### src/hw/rtl/spsq_pkg.sv
`default_nettype none
package spsq_pkg;

  localparam int COUNT_BITS    = 16;
  localparam int TIMER_BITS    = 18;
  localparam int INTERVAL_BITS = 18;

  // Step interval is USEC_PER_MINUTE / (factor * speed)
  localparam int USEC_PER_MINUTE = 60000000;
  localparam int DVD_BITS        = $clog2(USEC_PER_MINUTE + 1);
  localparam int DIV_CNT_BITS    = $clog2(DVD_BITS);
  localparam int HALF_FACTOR_I   = (15 * 4075) / 100;
  localparam int FULL_FACTOR_I   = (15 * 2037) / 100;
  localparam int FACTOR_BITS     = 10;
  localparam int SPEED_BITS      = 7;
  localparam int PROD_BITS       = FACTOR_BITS + SPEED_BITS;
  localparam int DIVISOR_BITS    = $clog2(HALF_FACTOR_I * 100 + 1);

  localparam logic [FACTOR_BITS-1:0] HALF_FACTOR = FACTOR_BITS'(HALF_FACTOR_I);
  localparam logic [FACTOR_BITS-1:0] FULL_FACTOR = FACTOR_BITS'(FULL_FACTOR_I);
  localparam logic [SPEED_BITS-1:0]  SPEED_MAX   = SPEED_BITS'(100);
  localparam logic [SPEED_BITS-1:0]  SPEED_MIN   = SPEED_BITS'(1);
  localparam logic [SPEED_BITS-1:0]  SPEED_RESET = SPEED_BITS'(100);

  localparam int CFG_INDEX_BITS = 2;
  localparam int CFG_DATA_BITS  = 7;
  localparam logic [CFG_INDEX_BITS-1:0] CFG_STEP_MODE = 2'd0;
  localparam logic [CFG_INDEX_BITS-1:0] CFG_DIRECTION = 2'd1;
  localparam logic [CFG_INDEX_BITS-1:0] CFG_SPEED     = 2'd2;

  localparam logic REQ_TICK  = 1'b0;
  localparam logic REQ_START = 1'b1;

  localparam logic MODE_FULL = 1'b0;
  localparam logic MODE_HALF = 1'b1;
  localparam logic DIR_CW    = 1'b0;
  localparam logic DIR_CCW   = 1'b1;

  localparam logic [3:0] HALF_TABLE [8] = '{4'd9, 4'd8, 4'd12, 4'd4, 4'd6, 4'd2, 4'd3, 4'd1};
  localparam logic [3:0] FULL_TABLE [4] = '{4'd9, 4'd12, 4'd6, 4'd3};

  typedef enum logic [1:0] {
    ST_IDLE,
    ST_MUL,
    ST_DIV
  } spsq_state_t;

  typedef struct packed {
    logic                    start;
    logic [DIVISOR_BITS-1:0] divisor;
  } div_ctl_t;

  typedef struct packed {
    logic busy;
    logic done;
  } div_sts_t;

  function automatic logic [3:0] coil_lookup(input logic mode, input logic [2:0] ph);
    logic [3:0] lvl;
    if (mode == MODE_HALF) begin
      lvl = HALF_TABLE[ph];
    end else begin
      lvl = FULL_TABLE[ph[1:0]];
    end
    return lvl;
  endfunction

endpackage
`default_nettype wire

### src/hw/rtl/stepper_phase_sequencer.sv
// Stepper phase sequencer for a four-coil unipolar motor.
// Input stream: in_tuser is the request kind (0 one-microsecond tick,
// 1 start a move), in_tdata the step count of a start. Every input beat
// yields exactly one output beat: coil levels, busy flag and a flag that
// says whether this beat moved the phase.
// A tick's result beat is registered and valid in the cycle after its
// accept. A start computes the step interval with a restoring divider,
// one quotient bit per cycle over the 26-bit dividend; the start passes
// through ST_MUL and ST_DIV, its result beat is registered once the
// divider reports done, and in_tready stays low meanwhile.
// The output register frees the input side: a new beat is taken while a
// result waits, provided out_tready takes that result in the same cycle.
// A stalled receiver holds the output beat and holds in_tready low.
// Configuration (mode, direction, speed) is written on cfg_we; writes to unused indexes are ignored.
// The user writes it only while no move command is in flight; the block itself does not enforce this.
// Synchronous reset: coils off, no move, full-step, clockwise, speed 100.
`default_nettype none
module stepper_phase_sequencer (
  input  wire logic                                  clk,
  input  wire logic                                  rst_n,
  input  wire logic                                  in_tvalid,
  output logic                                       in_tready,
  input  wire logic [15:0]                           in_tdata,   // step_count
  input  wire logic                                  in_tuser,   // req_type
  output logic                                       out_tvalid,
  input  wire logic                                  out_tready,
  output logic [7:0]                                 out_tdata,  // coil_pins, busy_res, stepped
  input  wire logic                                  cfg_we,
  input  wire logic [spsq_pkg::CFG_INDEX_BITS-1:0]   cfg_index,
  input  wire logic [spsq_pkg::CFG_DATA_BITS-1:0]    cfg_wdata
);
  import spsq_pkg::*;

  localparam logic [TIMER_BITS-1:0] TIMER_MAX = '1;

  spsq_state_t state_r, state_nxt;
  div_ctl_t    div_ctl;
  div_sts_t    div_sts;
  logic [INTERVAL_BITS-1:0] quotient;

  logic                     step_mode_r;
  logic                     direction_r;
  logic [SPEED_BITS-1:0]    speed_r;

  logic [2:0]               phase_r;
  logic [COUNT_BITS-1:0]    steps_left_r;
  logic [INTERVAL_BITS-1:0] interval_r;
  logic [TIMER_BITS-1:0]    elapsed_r;
  logic [3:0]               coil_r;

  logic                     out_valid_r;
  logic [3:0]               out_coil_r;
  logic                     out_busy_r;
  logic                     out_stepped_r;

  logic                     in_acc;
  logic                     tick_acc;
  logic                     start_acc;
  logic                     div_fin;
  logic                     moving;
  logic                     fire;
  logic [TIMER_BITS-1:0]    el_inc;
  logic [2:0]               phase_step;
  logic [COUNT_BITS-1:0]    steps_dec;
  logic [3:0]               coil_step;
  logic [FACTOR_BITS-1:0]   factor_w;
  logic [SPEED_BITS-1:0]    speed_w;
  logic [PROD_BITS-1:0]     prod_w;

  spsq_div u_div (
    .clk      (clk),
    .rst_n    (rst_n),
    .ctl      (div_ctl),
    .sts      (div_sts),
    .quotient (quotient)
  );

  // Divisor: clamp speed into 1..100 and scale by the mode factor
  always_comb begin
    factor_w = (step_mode_r == MODE_HALF) ? HALF_FACTOR : FULL_FACTOR;
    if (speed_r > SPEED_MAX) begin
      speed_w = SPEED_MAX;
    end else if (speed_r == '0) begin
      speed_w = SPEED_MIN;
    end else begin
      speed_w = speed_r;
    end
    prod_w = PROD_BITS'(factor_w) * PROD_BITS'(speed_w);
  end

  always_ff @(posedge clk) begin
    if (!rst_n) begin
      state_r <= ST_IDLE;
    end else begin
      state_r <= state_nxt;
    end
  end

  always_comb begin
    state_nxt       = state_r;
    in_tready       = 1'b0;
    div_ctl.start   = 1'b0;
    div_ctl.divisor = prod_w[DIVISOR_BITS-1:0];
    case (state_r)
      ST_IDLE: begin
        in_tready = !out_valid_r || out_tready;
        if (in_tvalid && in_tready && in_tuser == REQ_START) begin
          state_nxt = ST_MUL;
        end
      end
      ST_MUL: begin
        div_ctl.start = 1'b1;
        state_nxt     = ST_DIV;
      end
      ST_DIV: begin
        if (div_sts.done) begin
          state_nxt = ST_IDLE;
        end
      end
      default: begin
        state_nxt = ST_IDLE;
      end
    endcase
  end

  assign in_acc    = in_tvalid && in_tready;
  assign tick_acc  = in_acc && in_tuser == REQ_TICK;
  assign start_acc = in_acc && in_tuser == REQ_START;
  assign div_fin   = state_r == ST_DIV && div_sts.done;

  // Tick path: saturate the timer, step once the interval has elapsed
  always_comb begin
    moving     = steps_left_r != '0;
    el_inc     = (elapsed_r == TIMER_MAX) ? elapsed_r : elapsed_r + 1'b1;
    fire       = moving && (el_inc >= TIMER_BITS'(interval_r));
    phase_step = (direction_r == DIR_CCW) ? phase_r - 3'd1 : phase_r + 3'd1;
    steps_dec  = steps_left_r - 1'b1;
    coil_step  = coil_lookup(step_mode_r, phase_step);
  end

  always_ff @(posedge clk) begin
    if (!rst_n) begin
      step_mode_r  <= MODE_FULL;
      direction_r  <= DIR_CW;
      speed_r      <= SPEED_RESET;
      phase_r      <= '0;
      steps_left_r <= '0;
      interval_r   <= '0;
      elapsed_r    <= '0;
      coil_r       <= '0;
      out_valid_r  <= 1'b0;
    end else begin
      if (cfg_we) begin
        case (cfg_index)
          CFG_STEP_MODE: step_mode_r <= cfg_wdata[0];
          CFG_DIRECTION: direction_r <= cfg_wdata[0];
          CFG_SPEED:     speed_r     <= cfg_wdata[SPEED_BITS-1:0];
          default: ;
        endcase
      end
      if (start_acc) begin
        steps_left_r <= COUNT_BITS'(in_tdata);
      end
      if (tick_acc && moving) begin
        if (fire) begin
          elapsed_r    <= '0;
          phase_r      <= phase_step;
          steps_left_r <= steps_dec;
          coil_r       <= coil_step;
        end else begin
          elapsed_r <= el_inc;
        end
      end
      if (div_fin) begin
        interval_r <= quotient;
        elapsed_r  <= TIMER_BITS'(quotient);
      end
      // Load a fresh result beat or drop the one just taken
      if (tick_acc || div_fin) begin
        out_valid_r <= 1'b1;
      end else if (out_tready) begin
        out_valid_r <= 1'b0;
      end
    end
  end

  always_ff @(posedge clk) begin
    if (tick_acc) begin
      out_coil_r    <= fire ? coil_step : coil_r;
      out_busy_r    <= fire ? (steps_dec != '0) : moving;
      out_stepped_r <= fire;
    end else if (div_fin) begin
      out_coil_r    <= coil_r;
      out_busy_r    <= moving;
      out_stepped_r <= 1'b0;
    end
  end

  assign out_tvalid = out_valid_r;
  assign out_tdata  = {2'b00, out_stepped_r, out_busy_r, out_coil_r};

endmodule
`default_nettype wire

### src/hw/rtl/spsq_div.sv
`default_nettype none
module spsq_div (
  input  wire logic                                 clk,
  input  wire logic                                 rst_n,
  input  wire spsq_pkg::div_ctl_t                   ctl,
  output spsq_pkg::div_sts_t                        sts,
  output logic [spsq_pkg::INTERVAL_BITS-1:0]        quotient
);
  import spsq_pkg::*;

  localparam logic [DIV_CNT_BITS-1:0] LAST_CNT = DIV_CNT_BITS'(DVD_BITS - 1);
  localparam logic [DVD_BITS-1:0]     DIVIDEND = DVD_BITS'(USEC_PER_MINUTE);

  logic                    busy_r, busy_nxt;
  logic                    done_r, done_nxt;
  logic [DIV_CNT_BITS-1:0] cnt_r, cnt_nxt;
  logic [DVD_BITS-1:0]     dvd_r, dvd_nxt;
  logic [DIVISOR_BITS-1:0] rem_r, rem_nxt;
  logic [DIVISOR_BITS-1:0] dsr_r, dsr_nxt;

  logic [DIVISOR_BITS:0]   rem_sh;
  logic [DIVISOR_BITS:0]   diff;
  logic                    fits;

  // One restoring shift-subtract step per cycle; quotient bits shift in
  // behind the dividend bits.
  always_comb begin
    rem_sh   = {rem_r, dvd_r[DVD_BITS-1]};
    fits     = rem_sh >= {1'b0, dsr_r};
    diff     = rem_sh - {1'b0, dsr_r};
    busy_nxt = busy_r;
    done_nxt = 1'b0;
    cnt_nxt  = cnt_r;
    dvd_nxt  = dvd_r;
    rem_nxt  = rem_r;
    dsr_nxt  = dsr_r;
    if (ctl.start) begin
      busy_nxt = 1'b1;
      cnt_nxt  = '0;
      dvd_nxt  = DIVIDEND;
      rem_nxt  = '0;
      dsr_nxt  = ctl.divisor;
    end else if (busy_r) begin
      rem_nxt = fits ? diff[DIVISOR_BITS-1:0] : rem_sh[DIVISOR_BITS-1:0];
      dvd_nxt = {dvd_r[DVD_BITS-2:0], fits};
      cnt_nxt = cnt_r + 1'b1;
      if (cnt_r == LAST_CNT) begin
        busy_nxt = 1'b0;
        done_nxt = 1'b1;
      end
    end
  end

  always_ff @(posedge clk) begin
    if (!rst_n) begin
      busy_r <= 1'b0;
      done_r <= 1'b0;
      cnt_r  <= '0;
    end else begin
      busy_r <= busy_nxt;
      done_r <= done_nxt;
      cnt_r  <= cnt_nxt;
    end
  end

  always_ff @(posedge clk) begin
    dvd_r <= dvd_nxt;
    rem_r <= rem_nxt;
    dsr_r <= dsr_nxt;
  end

  assign sts.busy = busy_r;
  assign sts.done = done_r;
  assign quotient = dvd_r[INTERVAL_BITS-1:0];

endmodule
`default_nettype wire

### config.mk
export PLATFORM = sky130hd
export DESIGN_NAME = stepper_phase_sequencer
export DESIGN_NICKNAME = d
export VERILOG_FILES = /design/src/hw/rtl/spsq_pkg.sv /design/src/hw/rtl/stepper_phase_sequencer.sv /design/src/hw/rtl/spsq_div.sv
export SDC_FILE = /design/constraint.sdc
export NUM_CORES = 1
export LEC_CHECK = 0
export BUFFER_PORTS_ARGS = -buffer_cell sky130_fd_sc_hd__buf_2
export CAP_MARGIN = 10
export CELL_PAD_IN_SITES_DETAIL_PLACEMENT = 1
export CELL_PAD_IN_SITES_GLOBAL_PLACEMENT = 1
export CORE_ASPECT_RATIO = 0.6
export CORE_MARGIN = 3
export CORE_UTILIZATION = 52
export CTS_CLUSTER_SIZE = 12
export DETAILED_ROUTE_END_ITERATION = 10
export PLACE_DENSITY = 0.84
export SYNTH_ARGS = -nofsm -noshare
export SYNTH_HDL_FRONTEND = slang
export SYNTH_SLANG_ARGS = --single-unit
### constraint.sdc
create_clock -name clk -period 10.2 [get_ports clk]
set_input_delay 0.51 -clock clk [delete_from_list [all_inputs] [get_ports clk]]
set_output_delay 0.51 -clock clk [all_outputs]
set_load 0.1 [all_outputs]
==> metrics.md <==
| Metric | Value |
|---|---|
| Initial antenna violation count | 0 |
| Post-synth EDFFs | 22 |
| FP Rows | 36 |
| Clock tree sinks | 142 |
| Num CTS Buffers | 17 |
| Hold buffer count at cts | 0 |
| DR iter-0 viols | 507 |
| Post-CTS Setup Inserts | 0 |
| Global-route usage over all layers | 27.7% |
| M3 GR Usage | 4.70% |
| Crit path kind | flip-flop to flip-flop |
| Die ar. | 19,100 um2 |
| CTS tree | done |
| DRT Wirelength | 25,600 um |
| GR peak layer | met2 |
| # diodes | 0 |
| Worst Clk Skew | 0.00785 ns |
| Static Leakage | 4.36 nW |
| Final setup fails | 0 |
| Met1 Use GR | 40.5% |
| Clk slew on worst S/H paths | 0.06 ns |
| Top-level I/O count | 41 |
| Synth Instances | 1,035 |
| H-tree depth | 4 |
| Worst Max-Slew Pin Slew | 0.907 ns |
| Area delta synth->final | 10.3% |
| Core Region | 16,600 um2 |
| Grt ovf | 0 |
| Ys flop type | dfxtp_1 |
| Final Hold Violating Endpoints | 0 |
| Worst-case clock buffer depth | 2 |
| Max-slew violations | 0 |
| Max Cap Violations | 0 |
| Average cell area after synthesis | 8.73 um2 |
| NumNets Final | 1,186 |
| Number of remaining DRC errors | 0 |
| Post-layout util | 60.0% |
| Async SR Flop Fraction | 0% |
| Final TNS setup | 0 ns |
| Largest net degree at the start of global routing | 63 |
| Clock Latency Late Sink | 0.44 ns |
| Total number of vias | 7,668 |
| CP required | 10.56 ns |
| WP data arrival | 5.76 ns |
| Layout cells sized above 1 | 9.95% |
| Root Driver | clkbuf_16 |
| Status | complete, no violations |
| Vias per cell | 5.93 |
| Slew HR | 38.9% |
| Count of cell types in the netlist | 80 |
| Initial Util | 54.4% |
| Worst setup SP type | flip-flop |
| IO buf count | 38 |
| Post-cts resize count | 0 |
| Min-Delay Path Class | input port to flip-flop |
| Routed Antenna Nets | 0 |
| Setup crit end kind | flip-flop |
| Drt first pass iters | 5 |
| YS warnings | 0 |
| Final critical-path share of the clock period | 52.9% |
| Max Clock Freq | 185 MHz |
| RSZ-0062 raised after global routing | no |
| First-pass GRT wire length | 41,500 um |
| Worst-path fanout max | 20 |
| Cell area after synthesis | 9040 um2 |
| WL per Instance | 19.8 um |
| PD cells | 212 nW/um2 |
| Worst vdd ir | 109 uV |
| Chip height | 108 um |
| Vias in the first global route | 7,662 |
| Die W | 176 um |
| Post-DP HPWL | 17,800 um |
| Crit path time final | 5.40 ns |
| Routability cong. | 0.853 |
| Seq/Total Area, Yosys | 33.9% |
| GRT met2 Usage | 41.7% |
| #FFs+latches synth | 142 |
-- layout make-up --
cell class              instances  area (um2)
fillers                      1950        6650
multi-input cells             755        5410
flip-flops and latches        142        3060
clock buffers                  20         468
inverters                      91         342
well taps                     228         285
repair buffers                 45         246
clock inverters                12         155
-- per-layer routing --
layer | share of wire, % | vias to the layer above
met1 | 50 | 3763
met3 | 5.5 | 39
met4 | 1.7 | 0
li1 | - | 3663
met5 | 0 | -
met2 | 43 | 203
-- power by group --
part	switching [mW]	internal, mW	total [mW]
Combinational	0.418	0.287	0.706
Sequential	0.0855	0.661	0.746
Clock	0.260	0.407	0.667
-- state kept, by name, summed over array words and instances (netlist names), 5 cells and up --
name,count
elapsed_r,18
interval_r,18
speed_r,7
steps_left_r,16
u_div.cnt_r,5
u_div.dsr_r,16
u_div.dvd_r,26
u_div.rem_r,16
-- synth_stat cells, types with 14 or more instances --
cell type  number  area (um2)
dfxtp_1       120        2400
nand2_1       100         375
nor2_1         98         368
inv_1          88         330
ha_1           85        1060
a21oi_1        73         365
mux2i_1        42         420
o21ai_0        40         200
xnor2_1        36         315
clkbuf_1       33         124
edfxtp_1       22         661
nor3_1         21         105
fa_1           18         360
nand3_1        17        85.1
xor2_1         15         131
nand4_1        14        87.6
-- layout by cell type (no fill, tap or decap), drive strengths merged, types with 9 or more instances in the layout --
cell type / Yosys / routed
dfxtp: 120 / 120
nand2: 101 / 101
nor2: 100 / 100
inv: 90 / 93
ha: 85 / 85
a21oi: 73 / 73
buf: 16 / 45
mux2i: 42 / 42
o21ai: 40 / 40
xnor2: 36 / 36
edfxtp: 22 / 22
nor3: 21 / 21
clkbuf: 34 / 20
fa: 18 / 18
nand3: 17 / 17
xor2: 15 / 15
nand4: 14 / 14
and3: 12 / 12
o21a: 12 / 12
a31oi: 12 / 12
a21o: 11 / 11
a222oi: 11 / 11
o211ai: 9 / 9
-- logic make-up (layout without fill, tap and decap cells) --
kind of cell | count (synthesis) | count (layout) | share of synthesized area (%)
simple gates | 321 | 321 | 17.0
flops | 142 | 142 | 33.9
fa+ha+maj | 103 | 103 | 15.8
compound gates | 226 | 226 | 16.4
other cells | 1 | 4 | 0.0415
buf+inv | 141 | 168 | 6.37
mux | 50 | 50 | 5.65
xor+xnor | 51 | 51 | 4.94
-- worst max-delay path, stage by stage, from the launching register on --
cell and delay (ns):
dfxtp_1 0.44, nand4_1 0.19, nor4_1 0.49, nand4_1 0.22, or2_2 0.42, and2_1 0.21
and3_1 0.20, xnor2_1 0.21, inv_1 0.08, ha_1 0.35, nand4_1 0.22, or4_1 0.61
o211ai_1 0.28, o211ai_2 0.38, inv_2 0.44, nand2_2 0.11, or3_1 0.33, a31oi_1 0.16
-- path summary, 6_finish.rpt --
| check | from | endpoint | slack, ns | depth (start not counted) |
|---|---|---|---|---|
| setup reg to reg | elapsed_r[6] | steps_left_r[15] | 4.80 | 17 |
| setup / recovery | elapsed_r[6] | steps_left_r[15] | 4.80 | 17 |
| hold / removal | cfg_wdata[2] | speed_r[2] | 0.28 | 3 |
| hold reg to reg | interval_r[6] | interval_r[6] | 0.46 | 2 |
-- through the flow --
step	instance area [um2]	setup WS [ns]	hold slack [ns]	power (mW)	instances
floorplan	9050	5.96	0.436	1.28	1038
global placement	9340	5.27	0.442	1.40	1260
detailed placement	9340	5.02	0.449	1.43	1260
CTS	9960	4.89	0.282	2.12	1292
global route	9970	4.47	0.303	2.24	1293
finish	9970	4.80	0.284	2.12	1293
(Power assumes the default switching activity.)
